==> config.mk <==
export PLATFORM = sky130hd
export DESIGN_NAME = glyph_coverage_alpha_blend_unit
export DESIGN_NICKNAME = d
export VERILOG_FILES = /design/src/sv/gcab_pkg.sv /design/src/sv/gcab_cfg.sv /design/src/sv/gcab_datapath.sv /design/src/sv/glyph_coverage_alpha_blend_unit.sv
export SDC_FILE = /design/constraint.sdc
export NUM_CORES = 2
export LEC_CHECK = 0
export ABC_AREA = 1
export BUFFER_PORTS_ARGS = -buffer_cell sky130_fd_sc_hd__buf_2
export CAP_MARGIN = 30
export CORE_MARGIN = 1
export CORE_UTILIZATION = 39
export DETAILED_ROUTE_END_ITERATION = 10
export MAX_ROUTING_LAYER = met4
export PLACE_DENSITY = 0.63
export SYNTH_ARGS = -nofsm -noshare
export SYNTH_HDL_FRONTEND = slang
export SYNTH_SLANG_ARGS = --single-unit
==> constraint.sdc <==
create_clock -name clk -period 8.1 [get_ports clk]
set_clock_uncertainty 0.05 [all_clocks]
set_input_delay 0.405 -clock clk [delete_from_list [all_inputs] [get_ports clk]]
set_output_delay 0.405 -clock clk [all_outputs]
set_load 0.03 [all_outputs]
==> src/sv/gcab_pkg.sv <==
`timescale 1ns / 1ps

package gcab_pkg;

    // field widths
    localparam int unsigned DIM_W      = 11;
    localparam int unsigned POS_W      = 13;
    localparam int unsigned OFS_W      = 12;
    localparam int unsigned SUM_POS_W  = 14;
    localparam int unsigned CHAN_W     = 8;
    localparam int unsigned PIX_W      = 32;
    localparam int unsigned ADDR_W     = 22;
    localparam int unsigned PROD_W     = 16;
    localparam int unsigned ACC_W      = 17;
    localparam int unsigned IN_DATA_W  = 128;
    localparam int unsigned OUT_DATA_W = 56;
    localparam int unsigned CFG_IDX_W  = 8;

    // register indexes
    localparam logic [CFG_IDX_W-1:0] CFG_IDX_FRAME_WIDTH  = 8'd0;
    localparam logic [CFG_IDX_W-1:0] CFG_IDX_FRAME_HEIGHT = 8'd1;

    // reset values and limits
    localparam logic [DIM_W-1:0] FRAME_WIDTH_RST  = 11'd1920;
    localparam logic [DIM_W-1:0] FRAME_HEIGHT_RST = 11'd1080;
    localparam int unsigned MAX_FRAME_DIM_DEF = 1920;

    localparam logic [CHAN_W-1:0] FULL_SCALE = 8'd255;
    localparam logic [ACC_W-1:0]  ROUND_BIAS = 17'd127;

    // valid bits of the four pipeline stages
    typedef struct packed {
        logic s1;
        logic s2;
        logic s3;
        logic s4;
    } stage_valid_t;

    // advance enables of the four pipeline stages
    typedef struct packed {
        logic s1;
        logic s2;
        logic s3;
        logic s4;
    } stage_en_t;

    // floor(x / 255) for x below 65280, by reciprocal with correction
    function automatic logic [CHAN_W-1:0] div255(input logic [ACC_W-1:0] x);
        logic [ACC_W:0] t;
        begin
            t = {1'b0, x} + {9'd0, x[ACC_W-1:8]} + 18'd1;
            div255 = t[15:8];
        end
    endfunction

endpackage

==> src/sv/gcab_cfg.sv <==
`timescale 1ns / 1ps

module gcab_cfg #(
    parameter int unsigned MAX_FRAME_DIM = gcab_pkg::MAX_FRAME_DIM_DEF
) (
    input  logic                            clk,
    input  logic                            rst_n,
    input  logic                            cfg_valid,
    output logic                            cfg_ready,
    input  logic [gcab_pkg::CFG_IDX_W-1:0]  cfg_index,
    input  logic [gcab_pkg::DIM_W-1:0]      cfg_data,
    output logic [gcab_pkg::DIM_W-1:0]      frame_width,
    output logic [gcab_pkg::DIM_W-1:0]      frame_height,
    output logic                            size_ok
);

    localparam logic [gcab_pkg::POS_W-1:0] MaxDim = gcab_pkg::POS_W'(MAX_FRAME_DIM);

    logic [gcab_pkg::DIM_W-1:0] width_reg;
    logic [gcab_pkg::DIM_W-1:0] height_reg;

    assign cfg_ready    = 1'b1;
    assign frame_width  = width_reg;
    assign frame_height = height_reg;

    // frame size is usable when both dimensions are nonzero and within the limit
    always_comb
    begin
        size_ok = (width_reg != '0) && (height_reg != '0) &&
                  ({2'b00, width_reg} <= MaxDim) && ({2'b00, height_reg} <= MaxDim);
    end

    // register writes, unknown indexes ignored
    always_ff @(posedge clk or negedge rst_n)
    begin
        if (!rst_n)
        begin
            width_reg  <= gcab_pkg::FRAME_WIDTH_RST;
            height_reg <= gcab_pkg::FRAME_HEIGHT_RST;
        end
        else
        begin
            if (cfg_valid && cfg_index == gcab_pkg::CFG_IDX_FRAME_WIDTH)
            begin
                width_reg <= cfg_data;
            end
            if (cfg_valid && cfg_index == gcab_pkg::CFG_IDX_FRAME_HEIGHT)
            begin
                height_reg <= cfg_data;
            end
        end
    end

endmodule

==> src/sv/gcab_datapath.sv <==
`timescale 1ns / 1ps

module gcab_datapath (
    input  logic                           clk,
    input  logic                           rst_n,
    input  logic [gcab_pkg::DIM_W-1:0]     frame_width,
    input  logic [gcab_pkg::DIM_W-1:0]     frame_height,
    input  logic                           size_ok,
    input  logic                           in_valid,
    input  logic [gcab_pkg::POS_W-1:0]     image_left,
    input  logic [gcab_pkg::POS_W-1:0]     image_top,
    input  logic [gcab_pkg::OFS_W-1:0]     sample_col,
    input  logic [gcab_pkg::OFS_W-1:0]     sample_row,
    input  logic [gcab_pkg::CHAN_W-1:0]    coverage,
    input  logic [gcab_pkg::PIX_W-1:0]     text_color,
    input  logic [gcab_pkg::PIX_W-1:0]     old_pixel,
    input  gcab_pkg::stage_en_t            en,
    output gcab_pkg::stage_valid_t         vld,
    output logic [gcab_pkg::ADDR_W-1:0]    pixel_address,
    output logic [gcab_pkg::PIX_W-1:0]     new_pixel
);

    localparam int unsigned CW = gcab_pkg::CHAN_W;
    localparam int unsigned AW = gcab_pkg::ACC_W;

    // stage 1: frame position and coverage times opacity
    logic                                s1_vld_reg;
    logic [gcab_pkg::SUM_POS_W-1:0]      s1_col_reg;
    logic [gcab_pkg::SUM_POS_W-1:0]      s1_row_reg;
    logic [gcab_pkg::PROD_W-1:0]         s1_prod_reg;
    logic [3*CW-1:0]                     s1_rgb_reg;
    logic [gcab_pkg::PIX_W-1:0]          s1_old_reg;
    logic [gcab_pkg::SUM_POS_W-1:0]      s1_col_next;
    logic [gcab_pkg::SUM_POS_W-1:0]      s1_row_next;
    logic [gcab_pkg::PROD_W-1:0]         s1_prod_next;

    // stage 2: clipping, source alpha, row offset
    logic                                s2_vld_reg;
    logic [CW-1:0]                       s2_alpha_reg;
    logic [gcab_pkg::ADDR_W-1:0]         s2_rowofs_reg;
    logic [gcab_pkg::DIM_W-1:0]          s2_col_reg;
    logic [3*CW-1:0]                     s2_rgb_reg;
    logic [gcab_pkg::PIX_W-1:0]          s2_old_reg;
    logic                                s2_in_frame;

    // stage 3: weighted channel sums and address
    logic                                s3_vld_reg;
    logic [AW-1:0]                       s3_r_reg;
    logic [AW-1:0]                       s3_g_reg;
    logic [AW-1:0]                       s3_b_reg;
    logic [AW-1:0]                       s3_a_reg;
    logic [CW-1:0]                       s3_alpha_reg;
    logic [gcab_pkg::ADDR_W-1:0]         s3_addr_reg;
    logic [CW-1:0]                       s2_inv;

    // stage 4: rounded quotients, result register
    logic                                s4_vld_reg;
    logic [gcab_pkg::ADDR_W-1:0]         s4_addr_reg;
    logic [gcab_pkg::PIX_W-1:0]          s4_pixel_reg;
    logic [CW-1:0]                       s4_alpha_next;

    assign vld.s1 = s1_vld_reg;
    assign vld.s2 = s2_vld_reg;
    assign vld.s3 = s3_vld_reg;
    assign vld.s4 = s4_vld_reg;
    assign pixel_address = s4_addr_reg;
    assign new_pixel     = s4_pixel_reg;

    // stage 1 arithmetic
    always_comb
    begin
        s1_col_next  = {image_left[gcab_pkg::POS_W-1], image_left} +
                       {2'b00, sample_col};
        s1_row_next  = {image_top[gcab_pkg::POS_W-1], image_top} +
                       {2'b00, sample_row};
        s1_prod_next = coverage * (gcab_pkg::FULL_SCALE - text_color[CW-1:0]);
    end

    // stage 2 clip test, column and row both nonnegative and below the frame size
    always_comb
    begin
        s2_in_frame = !s1_col_reg[gcab_pkg::SUM_POS_W-1] &&
                      !s1_row_reg[gcab_pkg::SUM_POS_W-1] &&
                      (s1_col_reg[gcab_pkg::SUM_POS_W-2:0] < {2'b00, frame_width}) &&
                      (s1_row_reg[gcab_pkg::SUM_POS_W-2:0] < {2'b00, frame_height});
        s2_inv = gcab_pkg::FULL_SCALE - s2_alpha_reg;
    end

    // stage 4 alpha, wraps to eight bits
    always_comb
    begin
        s4_alpha_next = CW'(s3_alpha_reg + gcab_pkg::div255(s3_a_reg));
    end

    // valid bits
    always_ff @(posedge clk or negedge rst_n)
    begin
        if (!rst_n)
        begin
            s1_vld_reg <= 1'b0;
            s2_vld_reg <= 1'b0;
            s3_vld_reg <= 1'b0;
            s4_vld_reg <= 1'b0;
        end
        else
        begin
            if (en.s1)
            begin
                s1_vld_reg <= in_valid && size_ok;
            end
            if (en.s2)
            begin
                s2_vld_reg <= s1_vld_reg && s2_in_frame;
            end
            if (en.s3)
            begin
                s3_vld_reg <= s2_vld_reg;
            end
            if (en.s4)
            begin
                s4_vld_reg <= s3_vld_reg;
            end
        end
    end

    // payload registers
    always_ff @(posedge clk)
    begin
        if (en.s1)
        begin
            s1_col_reg  <= s1_col_next;
            s1_row_reg  <= s1_row_next;
            s1_prod_reg <= s1_prod_next;
            s1_rgb_reg  <= text_color[gcab_pkg::PIX_W-1:CW];
            s1_old_reg  <= old_pixel;
        end
        if (en.s2)
        begin
            s2_alpha_reg  <= gcab_pkg::div255({1'b0, s1_prod_reg});
            s2_rowofs_reg <= s1_row_reg[gcab_pkg::DIM_W-1:0] * frame_width;
            s2_col_reg    <= s1_col_reg[gcab_pkg::DIM_W-1:0];
            s2_rgb_reg    <= s1_rgb_reg;
            s2_old_reg    <= s1_old_reg;
        end
        if (en.s3)
        begin
            s3_r_reg <= AW'(s2_rgb_reg[3*CW-1:2*CW] * s2_alpha_reg) +
                        AW'(s2_old_reg[CW-1:0] * s2_inv) + gcab_pkg::ROUND_BIAS;
            s3_g_reg <= AW'(s2_rgb_reg[2*CW-1:CW] * s2_alpha_reg) +
                        AW'(s2_old_reg[2*CW-1:CW] * s2_inv) + gcab_pkg::ROUND_BIAS;
            s3_b_reg <= AW'(s2_rgb_reg[CW-1:0] * s2_alpha_reg) +
                        AW'(s2_old_reg[3*CW-1:2*CW] * s2_inv) + gcab_pkg::ROUND_BIAS;
            s3_a_reg <= AW'(s2_old_reg[4*CW-1:3*CW] * s2_inv) + gcab_pkg::ROUND_BIAS;
            s3_alpha_reg <= s2_alpha_reg;
            s3_addr_reg  <= s2_rowofs_reg + {11'd0, s2_col_reg};
        end
        if (en.s4)
        begin
            s4_addr_reg  <= s3_addr_reg;
            s4_pixel_reg <= {s4_alpha_next,
                             gcab_pkg::div255(s3_b_reg),
                             gcab_pkg::div255(s3_g_reg),
                             gcab_pkg::div255(s3_r_reg)};
        end
    end

endmodule

==> src/sv/glyph_coverage_alpha_blend_unit.sv <==
`timescale 1ns / 1ps

// channel   direction  handshake                      payload
// s_axis    in         s_axis_tvalid / s_axis_tready  s_axis_tdata, one coverage sample
// m_axis    out        m_axis_tvalid / m_axis_tready  m_axis_tdata, address and pixel
// cfg       in         cfg_valid / cfg_ready          cfg_index, cfg_data
//
// four register stages: position and coverage product, clip and alpha and
// row multiply, channel sums and address add, divide by 255 into the output register.
// one sample per cycle while the output is not stalled; out-of-frame samples vanish.
// each stage moves when it is empty or the next one moves, so bubbles close up under stall.
// reset clears all valid bits and loads width 1920, height 1080; cfg_ready is always high.

module glyph_coverage_alpha_blend_unit #(
    parameter int unsigned MAX_FRAME_DIM = gcab_pkg::MAX_FRAME_DIM_DEF
) (
    input  logic                              clk,
    input  logic                              rst_n,
    // image_left[12:0], image_top[25:13], sample_col[37:26], sample_row[49:38],
    // coverage[57:50], text_color[89:58], old_pixel[121:90], zero pad[127:122]
    input  logic [gcab_pkg::IN_DATA_W-1:0]    s_axis_tdata,
    input  logic                              s_axis_tvalid,
    output logic                              s_axis_tready,
    // pixel_address[21:0], new_pixel[53:22], zero pad[55:54]
    output logic [gcab_pkg::OUT_DATA_W-1:0]   m_axis_tdata,
    output logic                              m_axis_tvalid,
    input  logic                              m_axis_tready,
    input  logic                              cfg_valid,
    output logic                              cfg_ready,
    input  logic [gcab_pkg::CFG_IDX_W-1:0]    cfg_index,
    input  logic [gcab_pkg::DIM_W-1:0]        cfg_data
);

    logic [gcab_pkg::DIM_W-1:0]  frame_width;
    logic [gcab_pkg::DIM_W-1:0]  frame_height;
    logic                        size_ok;
    gcab_pkg::stage_en_t         en;
    gcab_pkg::stage_valid_t      vld;
    logic [gcab_pkg::ADDR_W-1:0] pixel_address;
    logic [gcab_pkg::PIX_W-1:0]  new_pixel;

    gcab_cfg #(
        .MAX_FRAME_DIM (MAX_FRAME_DIM)
    ) u_cfg (
        .clk          (clk),
        .rst_n        (rst_n),
        .cfg_valid    (cfg_valid),
        .cfg_ready    (cfg_ready),
        .cfg_index    (cfg_index),
        .cfg_data     (cfg_data),
        .frame_width  (frame_width),
        .frame_height (frame_height),
        .size_ok      (size_ok)
    );

    // stage advance chain from the output back to the input
    always_comb
    begin
        en.s4 = !vld.s4 || m_axis_tready;
        en.s3 = !vld.s3 || en.s4;
        en.s2 = !vld.s2 || en.s3;
        en.s1 = !vld.s1 || en.s2;
    end

    assign s_axis_tready = en.s1;

    gcab_datapath u_datapath (
        .clk           (clk),
        .rst_n         (rst_n),
        .frame_width   (frame_width),
        .frame_height  (frame_height),
        .size_ok       (size_ok),
        .in_valid      (s_axis_tvalid),
        .image_left    (s_axis_tdata[12:0]),
        .image_top     (s_axis_tdata[25:13]),
        .sample_col    (s_axis_tdata[37:26]),
        .sample_row    (s_axis_tdata[49:38]),
        .coverage      (s_axis_tdata[57:50]),
        .text_color    (s_axis_tdata[89:58]),
        .old_pixel     (s_axis_tdata[121:90]),
        .en            (en),
        .vld           (vld),
        .pixel_address (pixel_address),
        .new_pixel     (new_pixel)
    );

    // result transaction
    assign m_axis_tvalid = vld.s4;
    assign m_axis_tdata  = {2'b00, new_pixel, pixel_address};

endmodule

== Word-level counts from Yosys, hierarchy flattened ==
Index checks and enable logic that the tools add are counted.

* Reduce and logical (&&, ||, !) cells: 23
* $lt $le $gt $ge: 4
* Add/sub/neg operators: 23
* Eq/ne operators: 1
* Multiply operators: 9

{| class="wikitable"
|+ Operator list
! cell !! number
|-
| $mul 8x8->16 || 7
|-
| $add 16x1->16 const B || 5
|-
| $add 16x9->16 || 4
|-
| $add 16x16->17 || 3
|-
| $add 17x7->17 const B || 3
|-
| $add 13x13->14 || 2
|-
| $lt 13x11->1 || 2
|-
| $add 22x11->22 || 1
|-
| $le 11x11->1 const B || 2
|-
| $mul 11x11->22 || 1
|-
| $reduce_bool 11->1 || 2
|-
| $add 16x7->17 const B || 1
|-
| $add 16x8->16 || 1
|-
| $mul 8x16->16 || 1
|-
| $logic_and 1x1->1 || 10
|-
| $sub 8x8->9 const A || 1
|-
| $add 8x8->8 || 1
|-
| $eq 8x1->1 const B || 1
|-
| $logic_not 8->1 || 1
|-
| $sub 8x8->8 const A || 1
|-
| $logic_not 1->1 || 6
|-
| $logic_or 1x1->1 || 4
|}

* Bits in registers: 375
* Bits of input ports: 152
* Logic and storage cells: 84

== Longest topological paths before layout ==
* Depth after elaboration: 5
* Depth in mapped cells: 25
* Gate-level depth less buffers: 23

== Hierarchy ==
From an unflattened synthesis, not the netlist that was laid out.

* Cell total of the unflattened synthesis: 4,503
* Area total of the unflattened synthesis: 39,640.5 µm²

{| class="wikitable"
|+ By module, submodules not included
! module !! area an instance (µm²) !! cells an instance !! instances
|-
| gcab_datapath || 38,439.4 || 4,343 || 1
|-
| gcab_cfg || 1,153.6 || 151 || 1
|-
| glyph_coverage_alpha_blend_unit || 47.5 || 9 || 1
|}

== Least setup slack after synthesis ==
OpenSTA, ideal clock, no wires.

* Path type: reg-to-reg
* Start: register u_datapath.s4_vld_reg
* End: register u_datapath.s1_col_reg[0] (netlist name), enable pin
* Path buffers: 0
* Clock period less this slack: 6.817 ns
* Arrival time: 6.294 ns
* Slack: 1.283 ns
* Cell stages (with the launch flop): 8
* Setup time: 0.473 ns
* Data required time: 7.577 ns
* Path through: dfrtp_1 inv_1 nor2_1 inv_1 nor2_1 inv_1 nor2_1 nand2_1

{| class="wikitable"
|+ RTL lines
! what !! line !! source
|-
| start, declared || gcab_datapath.sv:57 || <nowiki>logic s4_vld_reg;</nowiki>
|-
| start signal, assigned || gcab_datapath.sv:121 || <nowiki>s4_vld_reg <= s3_vld_reg;</nowiki>
|-
| end signal, assigned || gcab_datapath.sv:131 || <nowiki>s1_col_reg <= s1_col_next;</nowiki>
|-
| end, declared || gcab_datapath.sv:28 || <nowiki>logic [gcab_pkg::SUM_POS_W-1:0] s1_col_reg;</nowiki>
|}

== Worst setup path after layout ==
* Start: register u_datapath.s2_alpha_reg[5]
* End: register u_datapath.s3_r_reg[16], data pin

* Word-level cells in the longest chain between the ends: 4
* Elaborated cells between the ends (all ways): 5
* Classes of those cells: add/sub (3); mul (2)

{| class="wikitable"
|+ RTL lines
! what !! line !! source
|-
| start, declared || gcab_datapath.sv:39 || <nowiki>logic [CW-1:0] s2_alpha_reg;</nowiki>
|-
| start signal, assigned || gcab_datapath.sv:139 || <nowiki>s2_alpha_reg <= gcab_pkg::div255({1'b0, s1_prod_reg});</nowiki>
|-
| $sub 8x8->8 || gcab_datapath.sv:86 || <nowiki>s2_inv = gcab_pkg::FULL_SCALE - s2_alpha_reg;</nowiki>
|-
| $mul 8x8->16 || gcab_datapath.sv:148 || <nowiki>AW'(s2_old_reg[CW-1:0] * s2_inv) + gcab_pkg::ROUND_BIAS;</nowiki>
|-
| $add 16x16->17 * || gcab_datapath.sv:147 || <nowiki>s3_r_reg <= AW'(s2_rgb_reg[3*CW-1:2*CW] * s2_alpha_reg) +</nowiki>
|-
| $add 17x7->17 * || gcab_datapath.sv:148 ||
|-
| end signal, assigned || gcab_datapath.sv:147 ||
|-
| end, declared || gcab_datapath.sv:48 || <nowiki>logic [AW-1:0] s3_r_reg;</nowiki>
|}

Mark *: on every way between the ends. The rest lies on a longest branch, timed or not.
A chain may end at the register's enable or synchronous reset.

==> impl_metrics.csv <==
group,metric,value,unit
outcome,status,"complete, no violations",
setup_path,timing.rr.start,"u_datapath.s2_alpha_reg[5]",
sta,fin_ws,1.94,ns
routing,wl_per_cell,15.0,microns
setup_path,r2r_end,"u_datapath.s3_r_reg[16]",
sta,fin_setup_tns,0,ns
clock_tree,clock_latency,0.64,ns
synth,yosysSeqAreaShare,28.3,%
synth,ys_ff_latch,375,
placement,io_buffers,201,
synth,async_flop_share,6.93,%
routing,wl,90.2,mm
final_layout,nets,5723,
floorplan,die_x,320,microns
routing,first_pass_iters,7,
routing,drt_iter0_markers,1661,
clock_tree,tritoncts,"done",
sta,report.final.slew_viol_count,0,
setup_path,r2r_slack,1.94,ns
setup_path,worstSetupStartpointType,"register",
setup_path,cp_cell_sequence,"buf_4 -> clkinv_1 -> nand2_1 -> fa_1 -> fa_1 -> inv_1 -> fa_1 -> fa_1 -> fa_1 -> inv_1 -> fa_1 -> inv_1 -> ha_1 -> a21oi_1 -> nand3_1 -> nand3b_1 -> nand2_1 -> nand2_1 -> nand2_1",
clock_tree,clkTransAtPathRegs,0.06,ns
setup_path,path_delay_family,"adder cells",
setup_path,reg2reg_depth,19,
grt,antenna_found_initial,7,
setup_path,worst-setup-path-type,"register to register",
sta,tightest_slew,0.938,ns
floorplan,die-area,102000,sq um
setup_path,crit_slowest_cell,"clkinv_1",
job,max-cap-violations,0,
grt,grt_max_degree,64,
floorplan,rows,116,
worst_hold_path,hp-start,"cfg_data[1]",
sta,fin_crit,6.16,ns
clock_tree,cts.path.max_buffers,3,
final_layout,syn_to_final_growth,12.1,%
clock_tree,clkSinkCount,375,
synth,ys_warn_count,0,
clock_tree,ctsResizeCount,0,
synth,synthTopCellsByArea,"edfxtp_1, fa_1, ha_1",
setup_path,cp-end-kind,"register",
setup_path,path_buf_inv,5,
sta,setup_violations,0,
grt,grt_overflow_total,0,
synth,syn_area_per_cell,8.84,sq um
sta,max_clock_freq,162,MHz
routing,num_vias,28835,
routing,ant_nets,0,
clock_tree,cts_root_buf,"clkbuf_16",
synth,ys_types,49,
sta,max_slew_margin,37.5,%
synth,ys.flop_type,"edfxtp_1",
floorplan,ios,211,
routing,routed_via_density,4.78,
setup_path,critPathLaunch,"u_datapath.s2_alpha_reg[5]",
grt,grt_pass1_vias,29811,
grt,grtUsageTotal,18.9,%
setup_path,arrival,6.49,ns
grt,grt_pass1_wl,150,mm
setup_path,critPathMostFrequentCell,"fa_1",
synth,ys_top_cells_by_count,"nand2_1, inv_1, fa_1",
sta,rsz0062_at_grt,"false",
synth,synth_edf_count,349,
floorplan,core,100000,sq um
synth,netlist_area,39400,sq um
synth,synth.most_common_cell,"nand2_1",
floorplan,initial_utilization,39.4,%
placement,gp_congestion,0.891,
sta,hold_viol,0,
synth,synthCells,4453,
placement,hpwlAfterDp,71.0,mm
setup_path,cp_max_fo,41,
synth,yosysTopAreaCellShare,26.6,%
floorplan,dieHeight,320,microns
clock_tree,cts-htree-levels,2,
final_layout,drive_gt1_share,7.53,%
synth,synth_top_area_cell,"edfxtp_1",
setup_path,path_depth,19,
setup_path,setup.worst_path.end,"u_datapath.s3_r_reg[16]",
clock_tree,cts_buffers,49,
worst_hold_path,hold_class,"input pin to register",
setup_path,max_stage_delay,0.70,ns
setup_path,worstPathRequired,8.43,ns
sta,fin_crit_sh,76.1,%
placement,dp_slack,1.94,ns
routing,drc,0,
## tightest hold or removal path: stages
cell     delay (ns)
buf_2          0.08
inv_1          0.08
o21ai_1        0.14
## placed cells by master, fill, tap and decap left out, drive strengths merged, types with 15 or more instances in the layout
| master | count |
|---|---|
| nand2 | 1056 |
| inv | 1050 |
| fa | 474 |
| ha | 409 |
| nor2 | 356 |
| edfxtp | 349 |
| buf | 214 |
| nand3 | 179 |
| a21oi | 139 |
| xor2 | 81 |
| o21ai | 77 |
| dlygate4sd3 | 69 |
| clkbuf | 53 |
| xnor2 | 28 |
| nand3b | 24 |
| nand4 | 21 |
| dfrtp | 18 |
| clkinv | 18 |
| a21o | 17 |
| nor3 | 15 |
## repair_timing
item,CTS,global route
endpoints found under the hold margin,95,0
buffers inserted,0,0
hold buffers,69,0
## layout make-up
class / count / area (sq um)
timing repair buffer: 283 / 1790
sequential: 375 / 11100
clock inverter: 36 / 470
antenna: 6 / 15.0
tap: 1298 / 1620
inverter: 1045 / 3930
multi-input combinational: 2934 / 23900
fill: 9653 / 55900
clock buffer: 53 / 1240
## per-stage QoR
stage	cells	utilization, %	instance area (sq um)	hold WS (ns)
floorplan	4454	-	39400	0.0594
global placement	5866	41.7	41700	0.352
detailed placement	5866	41.7	41700	0.355
CTS	6024	44.1	44100	0.00996
global route	6030	44.1	44100	0.0551
finish	6030	44.1	44100	0.0533
## how the worst min path moves through the flow
stage | to | slack [ns] | cells past startpoint
after detailed placement | u_datapath.s2_old_reg[24] | 0.35 | 0
after CTS | u_cfg.frame_width[1] | 0.01 | 3
after floorplan | u_cfg.frame_height[0] | 0.06 | 0
after global routing | u_cfg.frame_height[1] | 0.06 | 3
after global placement | u_datapath.s2_old_reg[13] | 0.35 | 0
final | u_cfg.frame_width[1] | 0.05 | 3
## cell families (layout without fill, tap and decap cells)
logic type / after synthesis / count (layout) / synth area share [%]
other: 2 / 9 / 0.0191
and+or+nand+nor: 1668 / 1668 / 17.3
buffers and inverters: 1145 / 1417 / 11.0
AOI/OAI and AO/OA: 271 / 271 / 3.82
DFF: 375 / 375 / 28.3
xor gates and xnor gates: 109 / 109 / 2.43
adders and majority gates: 883 / 883 / 37.1
## routing by layer
layer / part of all wire, % / vias up / track usage [%] / routed length, microns
met1: 44 / 13947 / 23.6 / 40000
met5: 0 / - / - / 0
li1: - / 14140 / - / -
met4: 2.8 / 0 / 5.75 / 2520
met3: 5.3 / 127 / 3.09 / 4810
met2: 48 / 621 / 31.3 / 42900
Power is left out: the tool's default activity adds up to more than one toggle a clock period on the data nets, which glitch-free logic cannot reach.
